===== src/design/bmpenc_pkg.sv =====
// ----------------------------------------------------------------------------
// bmpenc_pkg
// Shared types, constants and field widths of the RGB565 to BMP stream encoder.
// ----------------------------------------------------------------------------
package bmpenc_pkg;

  // Largest frame dimension. Larger register values are clamped to it.
  localparam int unsigned MAX_DIM  = 1024;

  localparam int unsigned DIM_W    = 11;   // img_width / img_height registers
  localparam int unsigned PIX_W    = 16;   // RGB565 pixel
  localparam int unsigned WORD_W   = 32;   // output word
  localparam int unsigned CNT_W    = 3;    // valid bytes in a word
  localparam int unsigned STRIDE_W = 12;   // padded row length in bytes
  localparam int unsigned SIZE_W   = 22;   // pixel array length in bytes
  localparam int unsigned DATA_W   = 24;   // pixel bytes carried in a command
  localparam int unsigned NBYTE_W  = 3;    // pixel plus padding bytes, up to six

  // Command queue between the front and back parts.
  localparam int unsigned QDEPTH   = 4;
  localparam int unsigned QPTR_W   = $clog2(QDEPTH);

  // Configuration register indexes.
  localparam int unsigned CFG_IDX_W    = 2;
  localparam logic [CFG_IDX_W-1:0] CFG_IMG_WIDTH  = 2'd0;
  localparam logic [CFG_IDX_W-1:0] CFG_IMG_HEIGHT = 2'd1;
  localparam logic [CFG_IDX_W-1:0] CFG_OUT_MODE   = 2'd2;

  localparam logic [DIM_W-1:0] WIDTH_RESET  = 11'd240;
  localparam logic [DIM_W-1:0] HEIGHT_RESET = 11'd240;

  // Input action codes.
  localparam logic ACT_START = 1'b0;
  localparam logic ACT_PIXEL = 1'b1;

  // Output modes.
  localparam logic MODE_BF16  = 1'b0;
  localparam logic MODE_RGB24 = 1'b1;

  // BMP header fields.
  localparam int unsigned HDR_LEN_BF16    = 70;
  localparam int unsigned HDR_LEN_RGB24   = 54;
  localparam int unsigned HDR_WORDS_BF16  = HDR_LEN_BF16 / 4;
  localparam int unsigned HDR_WORDS_RGB24 = HDR_LEN_RGB24 / 4;
  localparam int unsigned HDR_TAIL_BYTES  = HDR_LEN_BF16 % 4;
  localparam int unsigned INFO_LEN        = 40;
  localparam int unsigned COMPR_RGB       = 0;
  localparam int unsigned COMPR_BITFIELDS = 3;
  localparam logic [WORD_W-1:0] MASK_RED   = 32'h0000_F800;
  localparam logic [WORD_W-1:0] MASK_GREEN = 32'h0000_07E0;
  localparam logic [WORD_W-1:0] MASK_BLUE  = 32'h0000_001F;

  typedef enum logic {
    CMD_HEADER,
    CMD_PIXEL
  } cmd_kind_e;

  typedef struct packed {
    logic [DIM_W-1:0] width;
    logic [DIM_W-1:0] height;
    logic             mode;
  } cfg_t;

  // One classified item on its way from the front part to the back part.
  typedef struct packed {
    cmd_kind_e          kind;
    logic               mode;        // header: latched output mode
    logic [DIM_W-1:0]   width;       // header: clamped width
    logic [DIM_W-1:0]   height;      // header: clamped height
    logic [SIZE_W-1:0]  image_size;  // header: pixel array bytes
    logic [DATA_W-1:0]  data;        // pixel: bytes, first in the low bits
    logic [NBYTE_W-1:0] nbytes;      // pixel: data bytes plus row padding
    logic               frame_done;  // pixel: last pixel of the frame
  } cmd_t;

endpackage


===== src/design/bmpenc_in_if.sv =====
// ----------------------------------------------------------------------------
// bmpenc_in_if
// Input channel of the encoder: a frame start or one RGB565 pixel per beat.
// ----------------------------------------------------------------------------
interface bmpenc_in_if;
  import bmpenc_pkg::*;

  logic             valid;
  logic             ready;
  logic             action;
  logic [PIX_W-1:0] pixel;

  modport source (output valid, output action, output pixel, input ready);
  modport sink   (input valid, input action, input pixel, output ready);
endinterface


===== src/design/bmpenc_out_if.sv =====
// ----------------------------------------------------------------------------
// bmpenc_out_if
// Output channel of the encoder: one little-endian word of the BMP file per beat.
// ----------------------------------------------------------------------------
interface bmpenc_out_if;
  import bmpenc_pkg::*;

  logic              valid;
  logic              ready;
  logic [WORD_W-1:0] word;
  logic [CNT_W-1:0]  byte_count;
  logic              run_last;
  logic              frame_end;

  modport source (output valid, output word, output byte_count, output run_last,
                  output frame_end, input ready);
  modport sink   (input valid, input word, input byte_count, input run_last,
                  input frame_end, output ready);
endinterface


===== src/design/bmpenc_front.sv =====
// ----------------------------------------------------------------------------
// bmpenc_front
// Accepts input beats, tracks the frame position and turns each start beat and
// each pixel beat inside a frame into a header or pixel command for the back part.
// ----------------------------------------------------------------------------
module bmpenc_front (
  input  logic               clk_i,
  input  logic               rst_ni,
  bmpenc_in_if.sink          in_i,
  input  bmpenc_pkg::cfg_t   cfg_i,
  input  logic               full_i,
  output logic               push_o,
  output bmpenc_pkg::cmd_t   cmd_o
);
  import bmpenc_pkg::*;

  // A dimension of zero acts as one, any above the maximum as the maximum.
  function automatic logic [DIM_W-1:0] eff_dim(input logic [DIM_W-1:0] v);
    logic [DIM_W-1:0] r;
    r = v;
    if (v == '0) begin
      r = DIM_W'(1);
    end else if ({1'b0, v} > (DIM_W + 1)'(MAX_DIM)) begin
      r = DIM_W'(MAX_DIM);
    end
    return r;
  endfunction

  // (x*255+15)/31, the division done as a multiply by a rounded-up reciprocal.
  function automatic logic [7:0] expand5(input logic [4:0] x);
    logic [12:0] n;
    logic [26:0] p;
    n = ({8'd0, x} << 8) - {8'd0, x} + 13'd15;
    p = 27'(n) * 27'd8457;
    return p[25:18];
  endfunction

  // (x*255+31)/63, same scheme with a 20-bit reciprocal.
  function automatic logic [7:0] expand6(input logic [5:0] x);
    logic [13:0] n;
    logic [28:0] p;
    n = ({8'd0, x} << 8) - {8'd0, x} + 14'd31;
    p = 29'(n) * 29'd16645;
    return p[27:20];
  endfunction

  logic                in_frame_q, in_frame_d;
  logic                mode_q, mode_d;
  logic [DIM_W-1:0]    col_q, col_d;
  logic [DIM_W-1:0]    row_q, row_d;

  logic                accept;
  logic [DIM_W-1:0]    w_eff, h_eff;
  logic [STRIDE_W-1:0] w_p1, w_x3, stride;
  logic [SIZE_W:0]     size_prod;
  logic [DIM_W:0]      col_p1, row_p1;
  logic                row_end, last_row;
  logic [NBYTE_W-1:0]  pad;

  assign in_i.ready = !full_i;
  assign accept     = in_i.valid && !full_i;

  always_comb begin
    w_eff     = eff_dim(cfg_i.width);
    h_eff     = eff_dim(cfg_i.height);
    // Padded row length: 2 bytes or 3 bytes a pixel, rounded up to four.
    w_p1      = {1'b0, w_eff} + STRIDE_W'(1);
    w_x3      = ({1'b0, w_eff} << 1) + {1'b0, w_eff} + STRIDE_W'(3);
    stride    = (cfg_i.mode == MODE_RGB24) ? {w_x3[STRIDE_W-1:2], 2'b00}
                                           : {w_p1[STRIDE_W-2:1], 2'b00};
    size_prod = (SIZE_W + 1)'(stride) * (SIZE_W + 1)'(h_eff);

    col_p1    = {1'b0, col_q} + (DIM_W + 1)'(1);
    row_p1    = {1'b0, row_q} + (DIM_W + 1)'(1);
    row_end   = col_p1 >= {1'b0, w_eff};
    last_row  = row_p1 >= {1'b0, h_eff};

    // Row padding: 16-bit rows lack two bytes for odd widths, 24-bit rows
    // lack (width mod 4) bytes.
    pad = '0;
    if (row_end) begin
      if (mode_q == MODE_RGB24) begin
        pad = NBYTE_W'(w_eff[1:0]);
      end else if (w_eff[0]) begin
        pad = NBYTE_W'(2);
      end
    end

    cmd_o            = '0;
    cmd_o.mode       = cfg_i.mode;
    cmd_o.width      = w_eff;
    cmd_o.height     = h_eff;
    cmd_o.image_size = size_prod[SIZE_W-1:0];
    cmd_o.frame_done = row_end && last_row;
    if (in_i.action == ACT_START) begin
      cmd_o.kind = CMD_HEADER;
    end else begin
      cmd_o.kind = CMD_PIXEL;
    end
    if (mode_q == MODE_RGB24) begin
      cmd_o.data   = {expand5(in_i.pixel[15:11]), expand6(in_i.pixel[10:5]),
                      expand5(in_i.pixel[4:0])};
      cmd_o.nbytes = NBYTE_W'(3) + pad;
    end else begin
      cmd_o.data   = {8'd0, in_i.pixel};
      cmd_o.nbytes = NBYTE_W'(2) + pad;
    end

    push_o = accept && ((in_i.action == ACT_START) || in_frame_q);

    in_frame_d = in_frame_q;
    mode_d     = mode_q;
    col_d      = col_q;
    row_d      = row_q;
    if (accept) begin
      if (in_i.action == ACT_START) begin
        in_frame_d = 1'b1;
        mode_d     = cfg_i.mode;
        col_d      = '0;
        row_d      = '0;
      end else if (in_frame_q) begin
        if (row_end) begin
          col_d = '0;
          if (last_row) begin
            row_d      = '0;
            in_frame_d = 1'b0;
          end else begin
            row_d = row_p1[DIM_W-1:0];
          end
        end else begin
          col_d = col_p1[DIM_W-1:0];
        end
      end
    end
  end

  always_ff @(posedge clk_i or negedge rst_ni) begin
    if (!rst_ni) begin
      in_frame_q <= 1'b0;
      mode_q     <= MODE_BF16;
      col_q      <= '0;
      row_q      <= '0;
    end else begin
      in_frame_q <= in_frame_d;
      mode_q     <= mode_d;
      col_q      <= col_d;
      row_q      <= row_d;
    end
  end

endmodule


===== src/design/bmpenc_queue.sv =====
// ----------------------------------------------------------------------------
// bmpenc_queue
// Short command queue that lets the front and back parts stall independently.
// ----------------------------------------------------------------------------
module bmpenc_queue (
  input  logic               clk_i,
  input  logic               rst_ni,
  input  logic               push_i,
  input  bmpenc_pkg::cmd_t   cmd_i,
  output logic               full_o,
  input  logic               pop_i,
  output logic               valid_o,
  output bmpenc_pkg::cmd_t   head_o
);
  import bmpenc_pkg::*;

  cmd_t              slots_q [QDEPTH];
  logic [QPTR_W-1:0] wr_ptr_q, rd_ptr_q;
  logic [QPTR_W:0]   cnt_q;

  assign full_o  = cnt_q == (QPTR_W + 1)'(QDEPTH);
  assign valid_o = cnt_q != '0;
  assign head_o  = slots_q[rd_ptr_q];

  always_ff @(posedge clk_i or negedge rst_ni) begin
    if (!rst_ni) begin
      wr_ptr_q <= '0;
      rd_ptr_q <= '0;
      cnt_q    <= '0;
    end else begin
      if (push_i) begin
        wr_ptr_q <= wr_ptr_q + QPTR_W'(1);
      end
      if (pop_i) begin
        rd_ptr_q <= rd_ptr_q + QPTR_W'(1);
      end
      if (push_i && !pop_i) begin
        cnt_q <= cnt_q + (QPTR_W + 1)'(1);
      end else if (pop_i && !push_i) begin
        cnt_q <= cnt_q - (QPTR_W + 1)'(1);
      end
    end
  end

  always_ff @(posedge clk_i) begin
    if (push_i) begin
      slots_q[wr_ptr_q] <= cmd_i;
    end
  end

  a_no_push_when_full: assert property (@(posedge clk_i) disable iff (!rst_ni)
    push_i |-> !full_o)
    else $error("command pushed into a full queue");

  a_no_pop_when_empty: assert property (@(posedge clk_i) disable iff (!rst_ni)
    pop_i |-> valid_o)
    else $error("command popped from an empty queue");

  a_fill_tracks_push: assert property (@(posedge clk_i) disable iff (!rst_ni)
    (push_i && !pop_i) |=> (cnt_q == $past(cnt_q) + 1'b1))
    else $error("queue fill level did not follow a push");

endmodule


===== src/design/bmpenc_back.sv =====
// ----------------------------------------------------------------------------
// bmpenc_back
// Carries out header and pixel commands: packs bytes into words and drives
// the registered output channel, one word per cycle while the receiver takes them.
// ----------------------------------------------------------------------------
module bmpenc_back (
  input  logic               clk_i,
  input  logic               rst_ni,
  input  logic               valid_i,
  input  bmpenc_pkg::cmd_t   head_i,
  output logic               pop_o,
  bmpenc_out_if.source       out_o
);
  import bmpenc_pkg::*;

  localparam int unsigned HDR_BITS = (HDR_WORDS_BF16 + 1) * WORD_W;
  localparam int unsigned BUF_BITS = 3 * WORD_W;

  logic [4:0]          step_q, step_d;
  logic [DATA_W-1:0]   pend_q, pend_d;
  logic [1:0]          pcnt_q, pcnt_d;

  logic                ovalid_q, ovalid_d;
  logic [WORD_W-1:0]   oword_q, oword_d;
  logic [CNT_W-1:0]    ocnt_q, ocnt_d;
  logic                olast_q, olast_d;
  logic                oend_q, oend_d;

  logic                adv;
  logic [HDR_BITS-1:0] hv;
  logic [WORD_W-1:0]   hdr_len, total_len;
  logic [4:0]          hdr_words;
  logic                hdr_last;

  logic [BUF_BITS-1:0] pbuf;
  logic [3:0]          ptot;
  logic [1:0]          pfull, prem, pwords;
  logic [DATA_W-1:0]   ptail;
  logic                pix_last;

  always_comb begin
    // Header image for the current command; only its first words are sent.
    hdr_len   = (head_i.mode == MODE_RGB24) ? WORD_W'(HDR_LEN_RGB24)
                                            : WORD_W'(HDR_LEN_BF16);
    hdr_words = (head_i.mode == MODE_RGB24) ? 5'(HDR_WORDS_RGB24)
                                            : 5'(HDR_WORDS_BF16);
    total_len = hdr_len + WORD_W'(head_i.image_size);
    hv            = '0;
    hv[7:0]       = 8'h42;
    hv[15:8]      = 8'h4D;
    hv[47:16]     = total_len;
    hv[111:80]    = hdr_len;
    hv[143:112]   = WORD_W'(INFO_LEN);
    hv[175:144]   = WORD_W'(head_i.width);
    hv[207:176]   = WORD_W'(head_i.height);
    hv[215:208]   = 8'd1;
    hv[231:224]   = (head_i.mode == MODE_RGB24) ? 8'd24 : 8'd16;
    hv[271:240]   = (head_i.mode == MODE_RGB24) ? WORD_W'(COMPR_RGB)
                                                : WORD_W'(COMPR_BITFIELDS);
    hv[303:272]   = WORD_W'(head_i.image_size);
    if (head_i.mode == MODE_BF16) begin
      hv[463:432] = MASK_RED;
      hv[495:464] = MASK_GREEN;
      hv[527:496] = MASK_BLUE;
    end
    hdr_last = step_q == (hdr_words - 5'd1);

    // Pending bytes followed by the new pixel bytes; padding bytes are zero.
    pbuf     = BUF_BITS'(pend_q) | (BUF_BITS'(head_i.data) << {pcnt_q, 3'b000});
    ptot     = 4'(pcnt_q) + 4'(head_i.nbytes);
    pfull    = ptot[3:2];
    prem     = ptot[1:0];
    pwords   = pfull + 2'(head_i.frame_done && (prem != 2'd0));
    ptail    = pbuf[{pfull, 5'd0} +: DATA_W];
    pix_last = step_q[1:0] == (pwords - 2'd1);

    step_d   = step_q;
    pend_d   = pend_q;
    pcnt_d   = pcnt_q;
    ovalid_d = ovalid_q;
    oword_d  = oword_q;
    ocnt_d   = ocnt_q;
    olast_d  = olast_q;
    oend_d   = oend_q;
    pop_o    = 1'b0;

    adv = !ovalid_q || out_o.ready;
    if (adv) begin
      ovalid_d = 1'b0;
    end

    if (valid_i && adv) begin
      unique case (head_i.kind)
        CMD_HEADER: begin
          ovalid_d = 1'b1;
          oword_d  = hv[{step_q, 5'd0} +: WORD_W];
          ocnt_d   = CNT_W'(4);
          olast_d  = hdr_last;
          oend_d   = 1'b0;
          if (hdr_last) begin
            // The two header bytes that do not fill a word are zero.
            pop_o  = 1'b1;
            step_d = '0;
            pend_d = '0;
            pcnt_d = 2'(HDR_TAIL_BYTES);
          end else begin
            step_d = step_q + 5'd1;
          end
        end
        CMD_PIXEL: begin
          if (pwords == 2'd0) begin
            pop_o  = 1'b1;
            pend_d = ptail;
            pcnt_d = prem;
          end else begin
            ovalid_d = 1'b1;
            oword_d  = pbuf[{step_q[1:0], 5'd0} +: WORD_W];
            ocnt_d   = (step_q[1:0] < pfull) ? CNT_W'(4) : CNT_W'(prem);
            olast_d  = pix_last;
            oend_d   = pix_last && head_i.frame_done;
            if (pix_last) begin
              pop_o  = 1'b1;
              step_d = '0;
              pend_d = head_i.frame_done ? '0 : ptail;
              pcnt_d = head_i.frame_done ? 2'd0 : prem;
            end else begin
              step_d = step_q + 5'd1;
            end
          end
        end
      endcase
    end
  end

  always_ff @(posedge clk_i or negedge rst_ni) begin
    if (!rst_ni) begin
      step_q   <= '0;
      pend_q   <= '0;
      pcnt_q   <= '0;
      ovalid_q <= 1'b0;
    end else begin
      step_q   <= step_d;
      pend_q   <= pend_d;
      pcnt_q   <= pcnt_d;
      ovalid_q <= ovalid_d;
    end
  end

  always_ff @(posedge clk_i) begin
    oword_q <= oword_d;
    ocnt_q  <= ocnt_d;
    olast_q <= olast_d;
    oend_q  <= oend_d;
  end

  assign out_o.valid      = ovalid_q;
  assign out_o.word       = oword_q;
  assign out_o.byte_count = ocnt_q;
  assign out_o.run_last   = olast_q;
  assign out_o.frame_end  = oend_q;

  a_end_is_last: assert property (@(posedge clk_i) disable iff (!rst_ni)
    (ovalid_q && oend_q) |-> olast_q)
    else $error("frame end flagged on a word that does not close its item");

  a_count_range: assert property (@(posedge clk_i) disable iff (!rst_ni)
    ovalid_q |-> ((ocnt_q != '0) && (ocnt_q <= CNT_W'(4))))
    else $error("output word carries an impossible byte count");

  a_step_restarts: assert property (@(posedge clk_i) disable iff (!rst_ni)
    pop_o |=> (step_q == '0))
    else $error("word step not cleared after a command completed");

endmodule


===== src/design/rgb565_bmp_stream_encoder.sv =====
// ----------------------------------------------------------------------------
// rgb565_bmp_stream_encoder
// Converts a frame of RGB565 pixels into a BMP file streamed as 32-bit words.
// ----------------------------------------------------------------------------
// A start beat (action 0) latches the output mode and sends the file header:
// 70 bytes with bit-field compression masks F800/07E0/001F in 16-bit mode, or
// 54 bytes uncompressed in 24-bit mode. Each pixel beat (action 1) then adds
// two raw bytes, or three bytes B, G, R expanded to eight bits with rounding;
// each row is zero-padded to a multiple of four bytes, and after the last
// pixel any partial word is flushed with frame_end set. Bytes are packed
// little-endian, first byte in bits 7-0, and byte_count gives the valid bytes
// of each word. Pixels must arrive bottom row first; pixel beats outside a
// frame are dropped and a start beat during a frame abandons it. Widths and
// heights of zero act as one and values above 1024 act as 1024. Timing: the
// input side takes one beat per cycle while the four-entry command queue has
// room. While the receiver is ready, the output side sends one word per cycle:
// a header is 17 words (16-bit) or 13 words (24-bit), a pixel gives zero to
// three words and leaves the queue without output when it gives none.
// Sustained throughput with a ready receiver is one pixel a cycle, except
// where a 24-bit pixel closing a padded row gives two words, or the last
// pixel of a frame up to three; the queue soaks up these short bursts.
// Configuration writes are taken at any clock edge and should be made while
// no beat is in flight. Size changes during a frame act from the next pixel
// beat on; a mode change waits for the next start beat.
// ----------------------------------------------------------------------------
module rgb565_bmp_stream_encoder (
  input  logic                                 clk_i,
  input  logic                                 rst_ni,
  input  logic                                 cfg_we_i,
  input  logic [bmpenc_pkg::CFG_IDX_W-1:0]     cfg_idx_i,
  input  logic [bmpenc_pkg::DIM_W-1:0]         cfg_wdata_i,
  bmpenc_in_if.sink                            in_i,
  bmpenc_out_if.source                         out_o
);
  import bmpenc_pkg::*;

  // Configuration registers; the front part reads them when it classifies a
  // beat, so the header and row counting always see the current values.
  cfg_t cfg_q;

  logic push;
  logic full;
  logic pop;
  logic head_valid;
  cmd_t cmd;
  cmd_t head;

  always_ff @(posedge clk_i or negedge rst_ni) begin
    if (!rst_ni) begin
      cfg_q.width  <= WIDTH_RESET;
      cfg_q.height <= HEIGHT_RESET;
      cfg_q.mode   <= MODE_BF16;
    end else if (cfg_we_i) begin
      unique case (cfg_idx_i)
        CFG_IMG_WIDTH:  cfg_q.width  <= cfg_wdata_i;
        CFG_IMG_HEIGHT: cfg_q.height <= cfg_wdata_i;
        CFG_OUT_MODE:   cfg_q.mode   <= cfg_wdata_i[0];
        default: begin
          // Unused index: the write is ignored.
        end
      endcase
    end
  end

  // Front part: frame tracking, pixel expansion, padding and header sizing.
  bmpenc_front u_front (
    .clk_i  (clk_i),
    .rst_ni (rst_ni),
    .in_i   (in_i),
    .cfg_i  (cfg_q),
    .full_i (full),
    .push_o (push),
    .cmd_o  (cmd)
  );

  // Command queue decoupling the input side from the word packer.
  bmpenc_queue u_queue (
    .clk_i   (clk_i),
    .rst_ni  (rst_ni),
    .push_i  (push),
    .cmd_i   (cmd),
    .full_o  (full),
    .pop_i   (pop),
    .valid_o (head_valid),
    .head_o  (head)
  );

  // Back part: byte packing, header generation and the output register.
  bmpenc_back u_back (
    .clk_i   (clk_i),
    .rst_ni  (rst_ni),
    .valid_i (head_valid),
    .head_i  (head),
    .pop_o   (pop),
    .out_o   (out_o)
  );

endmodule


===== src/flat_wrapper.sv =====
// flat-port wrapper written by rule: the top's interface ports become plain ports
module rgb565_bmp_stream_encoder_flat import bmpenc_pkg::*;
  (clk_i, rst_ni, cfg_we_i, cfg_idx_i, cfg_wdata_i, in_i_valid, in_i_action, in_i_pixel, in_i_ready, out_o_valid, out_o_word, out_o_byte_count, out_o_run_last, out_o_frame_end, out_o_ready);
  bmpenc_in_if in_i_i ();
  bmpenc_out_if out_o_i ();
  input  logic clk_i;
  input  logic rst_ni;
  input  logic cfg_we_i;
  input  logic [bmpenc_pkg::CFG_IDX_W-1:0] cfg_idx_i;
  input  logic [bmpenc_pkg::DIM_W-1:0] cfg_wdata_i;
  input wire logic [$bits(in_i_i.valid)-1:0] in_i_valid;
  input wire logic [$bits(in_i_i.action)-1:0] in_i_action;
  input wire logic [$bits(in_i_i.pixel)-1:0] in_i_pixel;
  output wire logic [$bits(in_i_i.ready)-1:0] in_i_ready;
  output wire logic [$bits(out_o_i.valid)-1:0] out_o_valid;
  output wire logic [$bits(out_o_i.word)-1:0] out_o_word;
  output wire logic [$bits(out_o_i.byte_count)-1:0] out_o_byte_count;
  output wire logic [$bits(out_o_i.run_last)-1:0] out_o_run_last;
  output wire logic [$bits(out_o_i.frame_end)-1:0] out_o_frame_end;
  input wire logic [$bits(out_o_i.ready)-1:0] out_o_ready;
  assign in_i_i.valid = in_i_valid;
  assign in_i_i.action = in_i_action;
  assign in_i_i.pixel = in_i_pixel;
  assign in_i_ready = in_i_i.ready;
  assign out_o_valid = out_o_i.valid;
  assign out_o_word = out_o_i.word;
  assign out_o_byte_count = out_o_i.byte_count;
  assign out_o_run_last = out_o_i.run_last;
  assign out_o_frame_end = out_o_i.frame_end;
  assign out_o_i.ready = out_o_ready;
  rgb565_bmp_stream_encoder u_core (.clk_i(clk_i), .rst_ni(rst_ni), .cfg_we_i(cfg_we_i), .cfg_idx_i(cfg_idx_i), .cfg_wdata_i(cfg_wdata_i), .in_i(in_i_i), .out_o(out_o_i));
endmodule

===== config.mk =====
export PLATFORM = sky130hd
export DESIGN_NAME = rgb565_bmp_stream_encoder_flat
export DESIGN_NICKNAME = d
export VERILOG_FILES = /design/src/design/bmpenc_pkg.sv /design/src/design/bmpenc_in_if.sv /design/src/design/bmpenc_out_if.sv /design/src/design/bmpenc_front.sv /design/src/design/bmpenc_queue.sv /design/src/design/bmpenc_back.sv /design/src/design/rgb565_bmp_stream_encoder.sv /design/src/flat_wrapper.sv
export SDC_FILE = /design/constraint.sdc
export NUM_CORES = 1
export LEC_CHECK = 0
export BUFFER_PORTS_ARGS = -buffer_cell sky130_fd_sc_hd__buf_2
export CAP_MARGIN = 20
export CORE_ASPECT_RATIO = 0.6
export CORE_MARGIN = 3
export CORE_UTILIZATION = 55
export CTS_CLUSTER_DIAMETER = 100
export CTS_CLUSTER_SIZE = 28
export DETAILED_ROUTE_END_ITERATION = 8
export GPL_TIMING_DRIVEN = 0
export PLACE_DENSITY_LB_ADDON = 0.15
export SYNTH_ARGS = -nofsm -noshare
export SYNTH_HDL_FRONTEND = slang
export SYNTH_SLANG_ARGS = --single-unit

===== constraint.sdc =====
create_clock -name clk_i -period 9.2 [get_ports clk_i]
set_input_delay 0.46 -clock clk_i [delete_from_list [all_inputs] [get_ports clk_i]]
set_output_delay 0.46 -clock clk_i [all_outputs]
set_load 0.05 [all_outputs]

==> results summary <==
The total clock buffers created by CTS is 18. The count of endpoints failing hold in the final timing report came to 0. The width of the chip came out at just under 300 um. Leaving out fill and tap cells, the most frequent cell in the layout is edfxtp_1. Counting flops with an async set or reset pin after synthesis yields a share of 0.209. The detailed placer's ending HPWL is 58,000 um. Setup total negative slack on the finished layout was measured at 0 ns. The synthesized netlist net count is around 2,800. The total die area is 52,800 um^2. The routability congestion estimate is 0.986. The number of core rows came out at 62. At the later pin of the worst-skew pair, clock insertion delay measures between 0.5 and 0.6 ns. The final-report max-slew violation count is 0.

The vias after detailed routing is between 15,000 and 20,000. The number of antenna violations at the first check in global routing is 0. In this run the mean area of a mapped cell was 11.7 um^2. The standard cell core area came out at 48,600 um^2.

The final setup violation count came out at 0. Once layout is complete, the utilization of the core stands at 0.606. During synthesis, Yosys emitted a total of 0 warnings.

The area taken by multi-input logic gates came out at 14,300 um^2. The setup skew after layout is between 0.02 and 0.025 ns. The cell area power density came out at 365 nW/um^2. The instance count of the mapped netlist is 2,356.

The maximum clock insertion buffer count came out at 3. Clock tree synthesis selected as its root buffer the cell clkbuf_16. The fraction of layout cells with a size suffix above 1 came out at 0.113. Based on the critical path, the design can be clocked at up to 113 MHz. The run finished with clean final reports. The worst setup path is captured at a register. 0 antenna diodes ended up in the layout. The count of flip-flops with a built-in enable after synthesis came out at 325.

The number of sinks on the clock net is 411. For this run, the leading register cell type out of synthesis is edfxtp_1. The area growth from synthesis to final layout came out at 7.03%. The sequential fraction of the synthesis area is 0.433. Power comes to 10.7 mW. Headroom to the max-slew limit came out at 0.146. In this run, the number of DRC markers left after iteration 0 of detailed routing was 2,130. The max-cap violation count is 0. The clock transition at the register clock pins on the worst setup and hold paths after CTS came out at 0.12 ns. The largest individual stage delay along the critical path comes from the cell fa_1. The data required time at the worst endpoint is around 9.5 ns. The analysis attributes to cell leakage a power of 12.4 nW. CTS built an H-tree with a depth of 1. The detail-routed via count per cell came out at 6.15. The wire length of the first global-routing pass is 112,000 um. In the layout the commonest cells are edfxtp_1 (325), ha_1 (300), inv_1 (242).

The global-route total usage across every layer came out at 0.284. The critical path is of the register to register type. Summed over all layers, the global routing overflow is 0. The share of the cycle needed by the critical path after routing came out at 0.965.

The final layout net count is 2,891. The post-detailed-route DRC marker count is 0. The worst path arrival time came out at between 9 and 10 ns. The number of ports placed on the die boundary came out at 74. The via count of the first global-routing pass is 18,200.

The netlist area before placement is 27,500 um^2. Across the VDD grid, the largest voltage drop is 563 uV. The count of port buffers added during placement came out at 73. The worst setup path is launched from a register.

The most numerous cell type found on the critical path is fa_1. The number of iterations in the first detailed-routing pass is 6. From bottom edge to top edge, the die measures 179 um. The worst hold slack is 0.159 ns. TritonCTS built the clock tree.

The effective utilization at floorplan is 0.566. The post-placement worst setup slack is -0.369 ns. The total area of sequential cells is about 12,000 um^2. Setup repair after global routing left no endpoint under its margin. The time the final worst path needs with I/O delays and setup is 8.88 ns. The slew at the pin closest to its max-slew limit is 1.27 ns. The wire length per cell after detailed routing came out at 23.8 um. The tightest min-delay check is of the input port to register type. The wire length reported by the detailed router came out at 73,900 um.

The number of synthesized register bits came out at 411. The final setup slack of the worst path is 0.322 ns. On the worst path, the slowest cell contributes a delay of 0.59 ns. Entering global routing, the biggest net connects between 50 and 60 pins.

The number of nets still failing antenna checks after routing came out at 0. The count of distinct cell types in the synthesized netlist came out at between 80 and 90. The fill cell instance count of the final layout is 3,922. Along the worst path, the maximum fanout reaches 10.
cell families (layout without fill, tap and decap cells):
family | count (synthesis) | count (layout) | share of synthesized area
adder cells (fa/ha/maj) | 398 | 398 | 0.208
multiplexers | 128 | 128 | 0.0803
XOR/XNOR | 106 | 106 | 0.0337
AND/OR/NAND/NOR | 559 | 559 | 0.0944
buffers and inverters | 330 | 444 | 0.0477
AO/OA/AOI/OAI | 424 | 424 | 0.103
flip-flops | 411 | 411 | 0.433
synthesized netlist by cell type (12+ instances only):
library cell / number / area share
nor3_1: 26 / 0.0047
a31oi_1: 15 / 0.0034
buf_2: 16 / 0.0029
o22ai_1: 16 / 0.0036
a21oi_1: 100 / 0.018
and3_1: 16 / 0.0036
fa_1: 98 / 0.071
ha_1: 300 / 0.14
xnor2_1: 73 / 0.023
o31ai_1: 24 / 0.0065
a22oi_1: 18 / 0.0049
a21o_1: 31 / 0.0085
xor2_1: 33 / 0.011
o21a_1: 18 / 0.0049
o21ai_0: 92 / 0.017
edfxtp_1: 325 / 0.35
nand4_1: 12 / 0.0027
inv_1: 243 / 0.033
clkbuf_1: 48 / 0.0065
mux2i_1: 24 / 0.0087
and2_1: 34 / 0.0077
nand2_1: 202 / 0.028
dfrtp_1: 78 / 0.071
mux2_2: 33 / 0.014
nand3_1: 49 / 0.0089
mux4_2: 71 / 0.058
nor2b_1: 19 / 0.0043
nor2_1: 134 / 0.018
nand2b_1: 26 / 0.0059
cell type report:
cell class	count	area share
Timing Repair Buffer	82	0.0183
Inverter	250	0.0320
Buffer	80	0.0127
Clock inverter	1	0.000255
Clock buffer	31	0.0184
Multi-Input combinational cell	1615	0.486
Sequential cell	411	0.405
Tap cell	640	0.0272
where the power goes:
group / internal, mW / total (mW) / switching, mW / leakage, nW
sequential: 2.99 / 3.18 / 0.191 / 4.13
clock: 0.411 / 0.976 / 0.565 / 0.260
combinational: 2.23 / 6.58 / 4.35 / 8.00
total: 5.63 / 10.7 / 5.11 / 12.4
timing repair:
item                                    in CTS  in global routing
endpoints found under the setup margin      24                 12
gates cloned                                 0                  0
pin swaps                                    0                  1
endpoints found under the hold margin       38                  0
setup buffers                                0                  2
hold buffers                                 1                  0
gates resized for setup                      4                  6
final timing paths:
check                                        start                            end  slack, ns  depth (start not counted)
setup / recovery                  u_core.cfg_q[22]  u_core.u_queue.slots_q[0][48]       0.32                         31
hold / removal                      cfg_wdata_i[0]               u_core.cfg_q[12]       0.16                          3
max in group asynchronous                   rst_ni                u_core.cfg_q[5]       8.02                          3
min in group asynchronous                   rst_ni        u_core.u_queue.cnt_q[0]       0.46                          2
setup reg to reg                  u_core.cfg_q[22]  u_core.u_queue.slots_q[0][48]       0.32                         31
hold reg to reg            u_core.u_back.pend_q[5]        u_core.u_back.pend_q[5]       0.50                          2
routing by layer:
metal | global-route usage | wire, um
met1 | 0.469 | 36000
met4 | 0.0361 | 933
met5 | 0 | 0
met3 | 0.0969 | 9230
met2 | 0.359 | 27700
critical path, delay by kind of cell (launching register included):
| kind | cells | cell delay, ns |
|---|---|---|
| adder cells (fa/ha/maj) | 8 | 3.62 |
| flip-flops | 1 | 0.34 |
| AO/OA/AOI/OAI | 9 | 2.42 |
| XOR/XNOR | 2 | 0.38 |
| AND/OR/NAND/NOR | 5 | 0.85 |
| buffers and inverters | 7 | 1.04 |
flip-flops by register name (all words and copies together) (netlist names):
name / cells
u_core.u_back.step_q: 5
u_core.u_front.in_frame_q: 1
u_core.u_front.row_q: 11
u_core.u_front.mode_q: 1
u_core.u_queue.slots_q: 288
u_core.u_queue.wr_ptr_q: 2
u_core.u_back.out_o.byte_count: 3
u_core.cfg_q: 23
u_core.u_back.pend_q: 24
u_core.u_back.out_o.word: 32
u_core.u_back.pcnt_q: 2
u_core.u_queue.cnt_q: 3
u_core.u_back.out_o.frame_end: 1
u_core.u_back.out_o.valid: 1
u_core.u_back.out_o.run_last: 1
u_core.u_queue.rd_ptr_q: 2
u_core.u_front.col_q: 11
stage by stage:
stage	cells	cell area, um^2
final	3110	29500
after global routing	3110	29500
after global placement	3069	28700
after floorplan	2356	27500
after detailed placement	3074	28800
after CTS	3107	29400
No activity file was read; power rests on OpenSTA's default activity.
